[src/hdl/crx_pkg.sv]
// Package for the character range expander.
// Holds item types, character class codes, state encoding and control structs.
// No dependencies.
`timescale 1ns / 1ps
`default_nettype none

package crx_pkg;

  localparam logic [7:0] DASH_CHAR = 8'h2D;

  // Character classes that can open a range
  typedef enum logic [1:0] {
    CLS_NONE  = 2'd0,
    CLS_DIGIT = 2'd1,
    CLS_UPPER = 2'd2,
    CLS_LOWER = 2'd3
  } class_t;

  typedef enum logic {
    ST_IDLE = 1'b0,
    ST_EMIT = 1'b1
  } state_t;

  typedef struct packed {
    logic [7:0] in_char;
    logic       in_last;
  } in_item_t;

  typedef struct packed {
    logic [7:0] out_char;
    logic       run_end;
    logic       string_end;
  } out_item_t;

  // Controller to datapath
  typedef struct packed {
    logic accept;
    logic emit;
  } ctrl_cmd_t;

  // Datapath to controller
  typedef struct packed {
    logic slot_free;
    logic final_item;
    logic no_result;
  } dp_status_t;

  function automatic class_t char_class(input logic [7:0] c);
    class_t cls;
    cls = CLS_NONE;
    if (c >= 8'h30 && c <= 8'h39) begin
      cls = CLS_DIGIT;
    end else if (c >= 8'h41 && c <= 8'h5A) begin
      cls = CLS_UPPER;
    end else if (c >= 8'h61 && c <= 8'h7A) begin
      cls = CLS_LOWER;
    end
    return cls;
  endfunction

endpackage

`default_nettype wire

[src/hdl/crx_stream_if.sv]
// Valid/ready stream channel for the character range expander.
// Payload type is a parameter; the item types live in crx_pkg.
`timescale 1ns / 1ps
`default_nettype none

interface crx_stream_if #(
  parameter type payload_t = logic
) ();

  logic     valid;
  logic     ready;
  payload_t payload;

  modport source (output valid, output payload, input ready);
  modport sink   (input valid, input payload, output ready);

endinterface

`default_nettype wire

[src/hdl/crx_ctrl.sv]
// Controller state machine of the character range expander.
// Sequences item acceptance and result emission; uses crx_pkg.
`timescale 1ns / 1ps
`default_nettype none

module crx_ctrl (
  input  wire logic               clk,
  input  wire logic               rst,
  input  wire logic               in_valid,
  output logic                    in_ready,
  input  wire crx_pkg::dp_status_t status,
  output crx_pkg::ctrl_cmd_t      cmd
);

  crx_pkg::state_t state;
  crx_pkg::state_t state_next;

  // State register
  always_ff @(posedge clk) begin
    if (rst) begin
      state <= crx_pkg::ST_IDLE;
    end else begin
      state <= state_next;
    end
  end

  // Next state
  always_comb begin
    state_next = state;
    unique case (state)
      crx_pkg::ST_IDLE: begin
        if (cmd.accept && !status.no_result) begin
          state_next = crx_pkg::ST_EMIT;
        end
      end
      crx_pkg::ST_EMIT: begin
        if (cmd.emit && status.final_item) begin
          if (cmd.accept && !status.no_result) begin
            state_next = crx_pkg::ST_EMIT;
          end else begin
            state_next = crx_pkg::ST_IDLE;
          end
        end
      end
      default: state_next = crx_pkg::ST_IDLE;
    endcase
  end

  // Outputs: take a new item when idle or as the last result of a run leaves
  always_comb begin
    in_ready   = 1'b0;
    cmd.emit   = 1'b0;
    unique case (state)
      crx_pkg::ST_IDLE: begin
        in_ready = 1'b1;
      end
      crx_pkg::ST_EMIT: begin
        cmd.emit = status.slot_free;
        in_ready = status.slot_free && status.final_item;
      end
      default: begin
        in_ready = 1'b0;
      end
    endcase
    cmd.accept = in_valid && in_ready;
  end

  // A run that is not finished keeps the controller emitting
  a_run_continues: assert property (@(posedge clk) disable iff (rst)
    cmd.emit && !status.final_item |=> state == crx_pkg::ST_EMIT)
    else $error("run left emit state before its last result");

  // An item that produces results always leads to emission
  a_accept_emits: assert property (@(posedge clk) disable iff (rst)
    cmd.accept && !status.no_result |=> state == crx_pkg::ST_EMIT)
    else $error("accepted item with results did not start emission");

  // While emitting, a new item enters only on the last result of the run
  a_accept_on_final: assert property (@(posedge clk) disable iff (rst)
    state == crx_pkg::ST_EMIT && cmd.accept |-> cmd.emit && status.final_item)
    else $error("item accepted in the middle of a run");

endmodule

`default_nettype wire

[src/hdl/crx_dp.sv]
// Datapath of the character range expander.
// Holds character history, the run being emitted and the output register; uses crx_pkg.
`timescale 1ns / 1ps
`default_nettype none

module crx_dp (
  input  wire logic                clk,
  input  wire logic                rst,
  input  wire crx_pkg::ctrl_cmd_t  cmd,
  output crx_pkg::dp_status_t      status,
  input  wire crx_pkg::in_item_t   in_item,
  output crx_pkg::out_item_t       out_item,
  output logic                     out_valid,
  input  wire logic                out_ready
);

  // Character history
  logic [7:0]      prev_char;
  logic [7:0]      range_start;
  logic            dash_pending;
  crx_pkg::class_t range_class;
  logic            seen_any;

  // Run being emitted: optional leading dash, then cur up to end_char
  logic       lead;
  logic [7:0] cur;
  logic [7:0] end_char;
  logic       run_last;

  // Plan for the incoming item
  logic       plan_lead;
  logic [7:0] plan_cur;
  logic [7:0] plan_end;
  logic       plan_none;
  logic       hold_dash;

  crx_pkg::class_t in_cls;
  crx_pkg::class_t prev_cls;
  logic            in_dash;

  assign in_cls   = crx_pkg::char_class(in_item.in_char);
  assign prev_cls = crx_pkg::char_class(prev_char);
  assign in_dash  = (in_item.in_char == crx_pkg::DASH_CHAR);

  // Decide what the incoming item emits
  always_comb begin
    plan_lead = 1'b0;
    plan_cur  = in_item.in_char;
    plan_end  = in_item.in_char;
    plan_none = 1'b0;
    hold_dash = 1'b0;
    if (dash_pending) begin
      if (in_dash) begin
        plan_lead = 1'b1;
      end else if (in_cls != crx_pkg::CLS_NONE && in_cls == range_class) begin
        if (in_item.in_char > range_start) begin
          plan_cur = range_start + 8'd1;
        end
      end else begin
        plan_lead = 1'b1;
      end
    end else if (in_dash && seen_any && prev_cls != crx_pkg::CLS_NONE) begin
      hold_dash = 1'b1;
      plan_none = !in_item.in_last;
    end
  end

  assign status.slot_free  = !out_valid || out_ready;
  assign status.final_item = !lead && (cur == end_char);
  assign status.no_result  = plan_none;

  // Update character history on each accepted item; clear it after the last one
  always_ff @(posedge clk) begin
    if (rst) begin
      prev_char    <= '0;
      range_start  <= '0;
      dash_pending <= 1'b0;
      range_class  <= crx_pkg::CLS_NONE;
      seen_any     <= 1'b0;
    end else if (cmd.accept) begin
      if (in_item.in_last) begin
        prev_char    <= '0;
        range_start  <= '0;
        dash_pending <= 1'b0;
        range_class  <= crx_pkg::CLS_NONE;
        seen_any     <= 1'b0;
      end else begin
        prev_char <= in_item.in_char;
        seen_any  <= 1'b1;
        if (dash_pending) begin
          dash_pending <= 1'b0;
          range_class  <= crx_pkg::CLS_NONE;
        end else if (hold_dash) begin
          dash_pending <= 1'b1;
          range_start  <= prev_char;
          range_class  <= prev_cls;
        end
      end
    end
  end

  // Load a new run on accept, otherwise advance the current one
  always_ff @(posedge clk) begin
    if (cmd.accept) begin
      lead     <= plan_lead;
      cur      <= plan_cur;
      end_char <= plan_end;
      run_last <= in_item.in_last;
    end else if (cmd.emit) begin
      if (lead) begin
        lead <= 1'b0;
      end else begin
        cur <= cur + 8'd1;
      end
    end
  end

  // Output register
  always_ff @(posedge clk) begin
    if (rst) begin
      out_valid <= 1'b0;
    end else if (cmd.emit) begin
      out_valid <= 1'b1;
    end else if (out_ready) begin
      out_valid <= 1'b0;
    end
  end

  always_ff @(posedge clk) begin
    if (cmd.emit) begin
      out_item.out_char   <= lead ? crx_pkg::DASH_CHAR : cur;
      out_item.run_end    <= status.final_item;
      out_item.string_end <= status.final_item && run_last;
    end
  end

  // A held dash stays held into the next item
  a_hold: assert property (@(posedge clk) disable iff (rst)
    cmd.accept && status.no_result |=> dash_pending)
    else $error("held dash not recorded");

  // The end of a string returns the history to its reset value
  a_string_clear: assert property (@(posedge clk) disable iff (rst)
    cmd.accept && in_item.in_last |=> !dash_pending && !seen_any)
    else $error("history not cleared after last item of string");

  // A pending dash always knows the class of its range start
  a_pending_class: assert property (@(posedge clk) disable iff (rst)
    dash_pending |-> range_class != crx_pkg::CLS_NONE)
    else $error("dash pending without a range class");

  // Inside a run the character climbs by one per result
  a_run_step: assert property (@(posedge clk) disable iff (rst)
    cmd.emit && !status.final_item && !lead |=> cur == $past(cur) + 8'd1)
    else $error("run did not advance by one");

endmodule

`default_nettype wire

[src/hdl/char_range_expander.sv]
// Character range expander: expands shorthand ranges such as a-z in a byte stream.
// An accepted item loads the run registers; each of its results then passes through the
// output register, which holds it while the output is stalled.
// Throughput, while the output is not stalled: one item per cycle for characters that pass
// through; a range of up to 25 results holds the input until its last result is emitted,
// one per cycle by the emit counter. A held dash gives no result unless it ends a string.
// Reset (rst, synchronous): clears history, the controller and the output valid.
`timescale 1ns / 1ps
`default_nettype none

module char_range_expander (
  input  wire logic     clk,
  input  wire logic     rst,
  crx_stream_if.sink    din,
  crx_stream_if.source  dout
);

  crx_pkg::ctrl_cmd_t  cmd;
  crx_pkg::dp_status_t status;

  // Sequencing
  crx_ctrl u_ctrl (
    .clk      (clk),
    .rst      (rst),
    .in_valid (din.valid),
    .in_ready (din.ready),
    .status   (status),
    .cmd      (cmd)
  );

  // History, run counter and output register
  crx_dp u_dp (
    .clk       (clk),
    .rst       (rst),
    .cmd       (cmd),
    .status    (status),
    .in_item   (din.payload),
    .out_item  (dout.payload),
    .out_valid (dout.valid),
    .out_ready (dout.ready)
  );

endmodule

`default_nettype wire
[src/flat_wrapper.sv]
// flat-port wrapper written by rule: the top's interface ports become plain ports
module char_range_expander_flat 
  (clk, rst, din_valid, din_payload, din_ready, dout_valid, dout_payload, dout_ready);
  crx_stream_if din_i ();
  crx_stream_if dout_i ();
  input  wire logic clk;
  input  wire logic rst;
  input wire logic [$bits(din_i.valid)-1:0] din_valid;
  input wire logic [$bits(din_i.payload)-1:0] din_payload;
  output wire logic [$bits(din_i.ready)-1:0] din_ready;
  output wire logic [$bits(dout_i.valid)-1:0] dout_valid;
  output wire logic [$bits(dout_i.payload)-1:0] dout_payload;
  input wire logic [$bits(dout_i.ready)-1:0] dout_ready;
  assign din_i.valid = din_valid;
  assign din_i.payload = din_payload;
  assign din_ready = din_i.ready;
  assign dout_valid = dout_i.valid;
  assign dout_payload = dout_i.payload;
  assign dout_i.ready = dout_ready;
  char_range_expander u_core (.clk(clk), .rst(rst), .din(din_i), .dout(dout_i));
endmodule
[config.mk]
export PLATFORM = sky130hd
export DESIGN_NAME = char_range_expander_flat
export DESIGN_NICKNAME = d
export VERILOG_FILES = /design/src/hdl/crx_pkg.sv /design/src/hdl/crx_stream_if.sv /design/src/hdl/crx_ctrl.sv /design/src/hdl/crx_dp.sv /design/src/hdl/char_range_expander.sv /design/src/flat_wrapper.sv
export SDC_FILE = /design/constraint.sdc
export NUM_CORES = 1
export LEC_CHECK = 0
export ABC_AREA = 0
export BUFFER_PORTS_ARGS = -buffer_cell sky130_fd_sc_hd__clkbuf_2
export CAP_MARGIN = 20
export CELL_PAD_IN_SITES_DETAIL_PLACEMENT = 1
export CELL_PAD_IN_SITES_GLOBAL_PLACEMENT = 1
export CORE_MARGIN = 1
export CORE_UTILIZATION = 39
export CTS_CLUSTER_DIAMETER = 120
export DETAILED_ROUTE_END_ITERATION = 12
export HOLD_SLACK_MARGIN = 0.06
export PLACE_DENSITY = 0.83
export SLEW_MARGIN = 20
export SYNTH_ARGS = -nofsm -noshare
export SYNTH_HDL_FRONTEND = slang
export SYNTH_SLANG_ARGS = --single-unit
[constraint.sdc]
create_clock -name clk -period 2.35 [get_ports clk]
set_input_delay 0 -clock clk [delete_from_list [all_inputs] [get_ports clk]]
set_output_delay 0 -clock clk [all_outputs]
set_load 0.01 [all_outputs]
==> results of run 1 <==
-- routing by layer --
metal  routed length, um  track usage
met1                 502        0.191
met2                 521        0.294
met3                  53        0.100
met4                  23       0.0750
met5                   0            0
-- worst max-delay path, delay by kind of cell, from the launching register on --
kind            cells  cell delay, ns
buf+inv             2            0.63
simple gates        1            0.47
compound gates      2            0.35
flops               1            0.32
fa+ha+maj           1            0.13
-- power by group through the flow --
stage / registers, mW / logic (mW) / clock network [mW]
after floorplan: 0.229 / 0.0426 / 0
after global placement: 0.231 / 0.0495 / 0
after detailed placement: 0.232 / 0.0518 / 0
after CTS: 0.228 / 0.0573 / 0.137
after global routing: 0.229 / 0.0637 / 0.144
final: 0.227 / 0.0566 / 0.131
-- registers in the layout (all words and copies together) (netlist names) --
name and cells:
u_core.u_dp.cur 8, u_core.u_ctrl.state 1, u_core.u_dp.out_item 1, u_core.u_dp.out_valid 1
u_core.u_dp.run_last 1
-- stage by stage --
stage | utilization | cells | worst slack [ns] | hold slack (ns)
detailed placement | 0.455 | 81 | 0.352 | 0.184
global placement | 0.455 | 81 | 0.420 | 0.182
finish | 0.505 | 89 | 0.342 | 0.212
global route | 0.505 | 89 | 0.239 | 0.242
CTS | 0.505 | 89 | 0.330 | 0.223
floorplan | - | 61 | 0.494 | 0.0691
-- layout by cell type (no fill, tap or decap), drive strengths merged --
cell type | synthesis | routed
clkbuf | 0 | 11
dfxtp | 10 | 10
nor2 | 6 | 6
inv | 5 | 5
a21oi | 5 | 5
nand2 | 4 | 4
or3 | 4 | 4
nand3 | 4 | 4
dlygate4sd3 | 0 | 4
xor2 | 3 | 3
o21ai | 3 | 3
and2 | 2 | 2
nand4 | 2 | 2
ha | 2 | 2
edfxtp | 2 | 2
nand2b | 1 | 1
nor2b | 1 | 1
or4b | 1 | 1
o31ai | 1 | 1
nor3 | 1 | 1
and4 | 1 | 1
xnor2 | 1 | 1
-- cell families after synthesis --
| group | after synthesis |
|---|---|
| AOI/OAI and AO/OA | 9 |
| xor gates and xnor gates | 4 |
| adders and majority gates | 2 |
| buffers and inverters | 7 |
| DFF | 12 |
| and+or+nand+nor | 27 |
-- synthesized netlist by cell type (all sizes together) --
master  number  area share
or3          4       0.044
o31ai        1       0.037
o21ai        3       0.026
buf          2       0.029
and2         2       0.022
nand2b       1       0.011
nor2b        1       0.011
edfxtp       2        0.11
xor2         3       0.046
ha           2       0.044
and4         1       0.018
or4b         1       0.024
inv          5       0.033
nor2         6       0.040
dfxtp       10        0.35
a21oi        5       0.051
nor3         1      0.0088
xnor2        1       0.015
nand4        2       0.022
nand2        4       0.026
nand3        4       0.035
-- final timing paths --
path,startpoint,to,slack [ns],cells after the start
max,u_core.u_dp.cur[0]$_SDFFE_PP0N_,u_core.u_ctrl.state$_SDFF_PP0_,0.34,6
min,din_valid,u_core.u_dp.cur[2]$_SDFFE_PP0N_,0.21,3
max reg2reg,u_core.u_dp.cur[0]$_SDFFE_PP0N_,u_core.u_ctrl.state$_SDFF_PP0_,0.34,6
min reg2reg,u_core.u_dp.cur[1]$_SDFFE_PP0N_,u_core.u_dp.cur[1]$_SDFFE_PP0N_,0.50,2
-- cell type report --
class                   instances  share of cell area
repair buffers                 11               0.112
inverters                       5              0.0279
multi-input cells              42               0.407
flip-flops and latches         12               0.387
clock buffers                   4              0.0390
well taps                      15              0.0279
==> metrics.md, run 1 <==
| Metric | Value |
|---|---|
| Status | `complete, no violations` |
| Initial Utilization | `0.427` |
| Post-synthesis register bit count | `12` |
| Post-route minimum period | `2.01 ns` |
| DP HPWL | `833 um` |
| Drt pass-1 iters | `3` |
| P_int | `0.313 mW` |
| Buffers on Ports | `7` |
| Height of the die | `40.2 um` |
| Fillers | `167` |
| Count of final setup violators | `0` |
| CTS tree | `yes` |
| Compound-Gate Fraction of Synth Area | `0.114` |
| MaxCap Viol Count | `0` |
| Worst clock skew | `0.00434 ns` |
| Final net count | `82` |
| Width of the die | `40.2 um` |
| Vias in the first global route | `426` |
| Placed cell areas | `607 sq um` |
| Via density | `5.11` |
| WL final | `1100 um` |
| Grt ovf | `0` |
| Area Overhead vs Synth | `18.2%` |
| CP cell instances | `inv_1 > ha_1 > or4b_4 > o31ai_4 > a21oi_1 > dlygate4sd3_1` |
| I/O Pins | `8` |
| TritonCTS Sinks | `12` |
| Startpoint types | `flip-flop` |
| Max clock buf depth | `2` |
| Total core area | `1330 sq um` |
| H-Tree Depth | `1` |
| Insertion delay to the later sink of the worst-skew pair | `0.28 ns` |
| Worst path max stage delay | `0.55 ns` |
| Distinct cells, synth | `23` |
| Syn Inst Count | `61` |
| Worst-path fanout max | `3` |
| Combinational share of power | `0.136` |
| RSZ-0062 raised after global routing | `false` |
| Seq/Total Area, Yosys | `0.457` |
| Routed wire length per instance | `12.4 um` |
| Power Density | `617 nW/um^2` |
| Syn Nets | `68` |
| Layout cells sized above 1 | `0.189` |
| Vias | `455` |
| Post-route DRC | `0` |
| Worst IR drop on VDD | `349 uV` |
| Initial DRC count | `4` |
| CP Data Arrival Time | `2.18 ns` |
| Slowest CP cell | `dlygate4sd3_1` |
| Simple-gate portion of the synthesized area | `0.262` |
| Hold Crit Class | `in2reg` |
| Mapped Avg Cell Area | `9.33 sq um` |
| Total power | `0.415 mW` |
| Initial antenna violation count | `0` |
| Area occupied by registers | `260 sq um` |
| Post-CTS Resized | `0` |
| Full die area | `1620 sq um` |
| Netlist Area Pre-Place | `569 sq um` |
| Final hold vios | `0` |
| Post-CTS Setup Bufs | `0` |
| GPL Wtd Cong | `0.766` |
| Hold_buf cts | `4` |
| Fin area | `673 sq um` |
| Switching part of the total power | `0.245` |
| Leak | `0.270 nW` |
| Relative max-transition margin | `0.766` |
| Synth warn | `0` |
| Adder-cell share of the synthesized area | `0.0440` |
| Mux contribution to synthesized area | `0` |
| Row cnt | `13` |
| F_max | `498 MHz` |
| Count of pins over their slew limit | `0` |
| Multi-input gate area | `274 sq um` |
| Num CTS Buffers | `3` |
| First-pass GRT wire length | `1810 um` |
| CP Data Required Time | `2.52 ns` |
| CTS Root Cell | `clkbuf_4` |
| Switch Pwr | `0.102 mW` |
| Clock share of power | `0.316` |
| Setup CP Type | `reg2reg` |
| Clock transition at the registers of the reported paths | `0.07 ns` |
| Reg power frac | `0.548` |
| Main combinational cell family by area after synthesis | `simple AND/OR/NAND/NOR gates` |
| Crit share post-route | `0.854` |
| Critical Path End Type | `flip-flop` |
| Post-Route Setup TNS | `0 ns` |
| Largest net degree at the start of global routing | `10` |
| Worst-Margin Slew | `0.350 ns` |
| Remaining antenna violation count | `0` |
| Post-Synth XOR/XNOR Area | `0.0615` |
| GRT Total Usage | `0.180` |
| N_diodes | `0` |
Power figures use the tool's default switching activity.
==> inputs of run 2 (changes only) <==
--- a/config.mk
+++ b/config.mk
@@ -8,14 +8,13 @@
 export ABC_AREA = 0
 export BUFFER_PORTS_ARGS = -buffer_cell sky130_fd_sc_hd__clkbuf_2
 export CAP_MARGIN = 20
-export CELL_PAD_IN_SITES_DETAIL_PLACEMENT = 1
-export CELL_PAD_IN_SITES_GLOBAL_PLACEMENT = 1
-export CORE_MARGIN = 1
-export CORE_UTILIZATION = 39
+export CORE_AREA = 2 2 39 41
 export CTS_CLUSTER_DIAMETER = 120
+export CTS_CLUSTER_SIZE = 30
 export DETAILED_ROUTE_END_ITERATION = 12
+export DIE_AREA = 0 0 41 43
 export HOLD_SLACK_MARGIN = 0.06
-export PLACE_DENSITY = 0.83
+export PLACE_DENSITY = 0.73
 export SLEW_MARGIN = 20
 export SYNTH_ARGS = -nofsm -noshare
 export SYNTH_HDL_FRONTEND = slang
==> run 2 against run 1 <==
  * Count of clock-buffer cells in the layout is 1 lower
  * Via count down 1.8%
  * Non-clock buffer count unchanged
  * Fmax decreased by 1.2%
  * Total power is 0.34% lower
  * Sequential share of layout area down 0.072 points
  * Final area up 0.19%
  * Combinational power about the same
  * Sequential power about the same
  * Critical path type unchanged
  * Critical endpoint unchanged
  * Largest power group unchanged
  * Highest routed layer unchanged
==> metrics.md, run 2 (synthesized netlist as in run 1, its figures left out) <==
| Metric | Value |
|---|---|
| Worst r2r src | `u_core.u_dp.cur[0]$_SDFFE_PP0N_` |
| Final net count | `82 (unchanged)` |
| Insertion delay to the later sink of the worst-skew pair | `0.27 ns (about the same)` |
| CTS Root Cell | `clkbuf_4` |
| Critical Path End Type | `flip-flop` |
| Buffers on Ports | `7 (unchanged)` |
| Worst-Margin Slew | `0.340 ns (-0.0101 ns)` |
| Final hold vios | `0 (unchanged)` |
| Width of the die | `41 um (+2.0%)` |
| Area occupied by registers | `260 sq um (unchanged)` |
| Drt pass-1 iters | `4 (+1)` |
| Worst setup margin | `0.318 ns (-0.0247 ns)` |
| DP HPWL | `720 um (-14%)` |
| MaxCap Viol Count | `0 (unchanged)` |
| TritonCTS Sinks | `12 (unchanged)` |
| Combinational share of power | `0.137 (about the same)` |
| Initial Utilization | `0.411 (-0.0154)` |
| Num CTS Buffers | `3 (unchanged)` |
| Post-route minimum period | `2.03 ns (+0.0247 ns)` |
| Post-layout util | `0.487 (-0.0173)` |
| Hold slack | `0.217 ns (+0.00481 ns)` |
| Most common cell after layout, fill and taps aside | `dfxtp_1` |
| CP Data Required Time | `2.52 ns (about the same)` |
| Clock transition at the registers of the reported paths | `0.08 ns (about the same)` |
| First-pass GRT wire length | `1630 um (-9.9%)` |
| Relative max-transition margin | `0.773 (+0.00706)` |
| Full die area | `1760 sq um (+9.1%)` |
| Count of pins over their slew limit | `0 (unchanged)` |
| Multi-input gate area | `274 sq um (unchanged)` |
| Via density | `4.97 (-2.8%)` |
| Initial DRC count | `15 (+11)` |
| Switch Pwr | `0.105 mW (+3.1%)` |
| Worst IR drop on VDD | `241 uV (-31%)` |
| Count of final setup violators | `0 (unchanged)` |
| Switching part of the total power | `0.254 (+0.00836)` |
| Area Overhead vs Synth | `18.5%` |
| H-Tree Depth | `1 (unchanged)` |
| Clock share of power | `0.315 (about the same)` |
| Grt ovf | `0 (unchanged)` |
| Leak | `0.270 nW (+0.14%)` |
| Worst-path fanout max | `3 (unchanged)` |
| Largest Register | `u_core.u_dp.cur` |
| Height of the die | `43 um (+7.0%)` |
| Total core area | `1380 sq um (+3.8%)` |
| Status | `complete, no violations` |
| Initial antenna violation count | `0 (unchanged)` |
| Commonest non-fill, non-tap cells in the layout | `dfxtp_1, clkbuf_2, nor2_1, inv_1` |
| Hold Crit Class | `in2reg` |
| Setup CP Type | `reg2reg` |
| Placed cell areas | `608 sq um (+0.21%)` |
| I/O Pins | `8 (unchanged)` |
| Hold Startpoint | `din_valid` |
| Post-CTS Resized | `0 (unchanged)` |
| Power Density | `614 nW/um^2 (-0.52%)` |
| P_int | `0.309 mW (-1.4%)` |
| N_diodes | `0 (unchanged)` |
| CTS tree | `yes` |
| Fillers | `127 (-24%)` |
| GPL Wtd Cong | `0.707 (-7.6%)` |
| CP Launch Point | `u_core.u_dp.cur[0]$_SDFFE_PP0N_` |
| Row cnt | `14 (+1)` |
| Max reg flops | `8 (unchanged)` |
| Max clock buf depth | `2 (unchanged)` |
| Largest net degree at the start of global routing | `10 (unchanged)` |
| WL final | `1030 um (-6.8%)` |
| CP Data Arrival Time | `2.20 ns (+0.02 ns)` |
| Vias | `447 (-1.8%)` |
| GRT Total Usage | `0.142 (-0.0384)` |
| Worst clock skew | `0.00310 ns (-0.00124 ns)` |
| Pre-CTS WS | `0.376 ns (+0.0240 ns)` |
| F_max | `492 MHz (-1.2%)` |
| Vias in the first global route | `418 (-1.9%)` |
| Routed wire length per instance | `11.4 um (-7.8%)` |
| Post-Route Setup TNS | `0 ns (unchanged)` |
| Remaining antenna violation count | `0 (unchanged)` |
| RSZ-0062 raised after global routing | `false` |
| Post-route DRC | `0 (unchanged)` |
| Layout cells sized above 1 | `0.189 (unchanged)` |
| Fin area | `674 sq um (+0.19%)` |
| Reg power frac | `0.548 (about the same)` |
| Crit share post-route | `0.865 (+0.0105)` |
| Startpoint types | `flip-flop` |
[run 2: changes by cell type in the layout (fill, tap and decap cells not counted), sizes merged]
cell	change
clkinv	+1
clkbuf	-1
[run 2: through the flow]
stage,total power [mW],instances
after floorplan,0.272,61
after global placement,0.280,82
after detailed placement,0.283,82
after CTS,0.421,90
after global routing,0.433,90
final,0.414,90
[run 2: repair_timing]
action | in CTS | in global routing
hold endpoints to repair | 3 | 0
hold buffers | 4 | 0
setup buffers | 0 | 0
[run 2: final timing paths]
| check | slack, ns | cells after the start | endpoint |
|---|---|---|---|
| setup / recovery | 0.32 | 6 | u_core.u_ctrl.state$_SDFF_PP0_ |
| setup reg to reg | 0.32 | 6 | u_core.u_ctrl.state$_SDFF_PP0_ |
| hold reg to reg | 0.51 | 2 | u_core.u_dp.cur[5]$_SDFFE_PP0N_ |
| hold / removal | 0.22 | 3 | u_core.u_dp.cur[3]$_SDFFE_PP0N_ |
[run 2: cell type report]
cell class	count	share of cell area
Clock buffer	3	0.0334
Clock inverter	1	0.00557
Inverter	5	0.0278
Multi-Input combinational cell	42	0.406
Sequential cell	12	0.386
Tap cell	16	0.0297
Timing Repair Buffer	11	0.111
[run 2: worst max-delay path, stage by stage (launching register included)]
cell and delay, ns:
dfxtp_1 0.33, inv_1 0.08, ha_1 0.14, or4b_4 0.48
o31ai_4 0.26, a21oi_1 0.09, dlygate4sd3_1 0.55
[run 2: layer usage]
| metal | up-vias | track usage | part of all wire |
|---|---|---|---|
| li1 | 233 | - | - |
| met1 | 206 | 0.159 | 0.45 |
| met2 | 6 | 0.213 | 0.51 |
| met3 | 2 | 0.0157 | 0.018 |
| met4 | 0 | 0.140 | 0.019 |
| met5 | - | 0 | 0 |
[run 2: power by group through the flow]
stage / registers [mW] / logic [mW] / clock network (mW)
floorplan: 0.229 / 0.0426 / 0
global placement: 0.231 / 0.0489 / 0
detailed placement: 0.232 / 0.0505 / 0
CTS: 0.227 / 0.0565 / 0.138
global route: 0.229 / 0.0618 / 0.143
finish: 0.227 / 0.0565 / 0.130
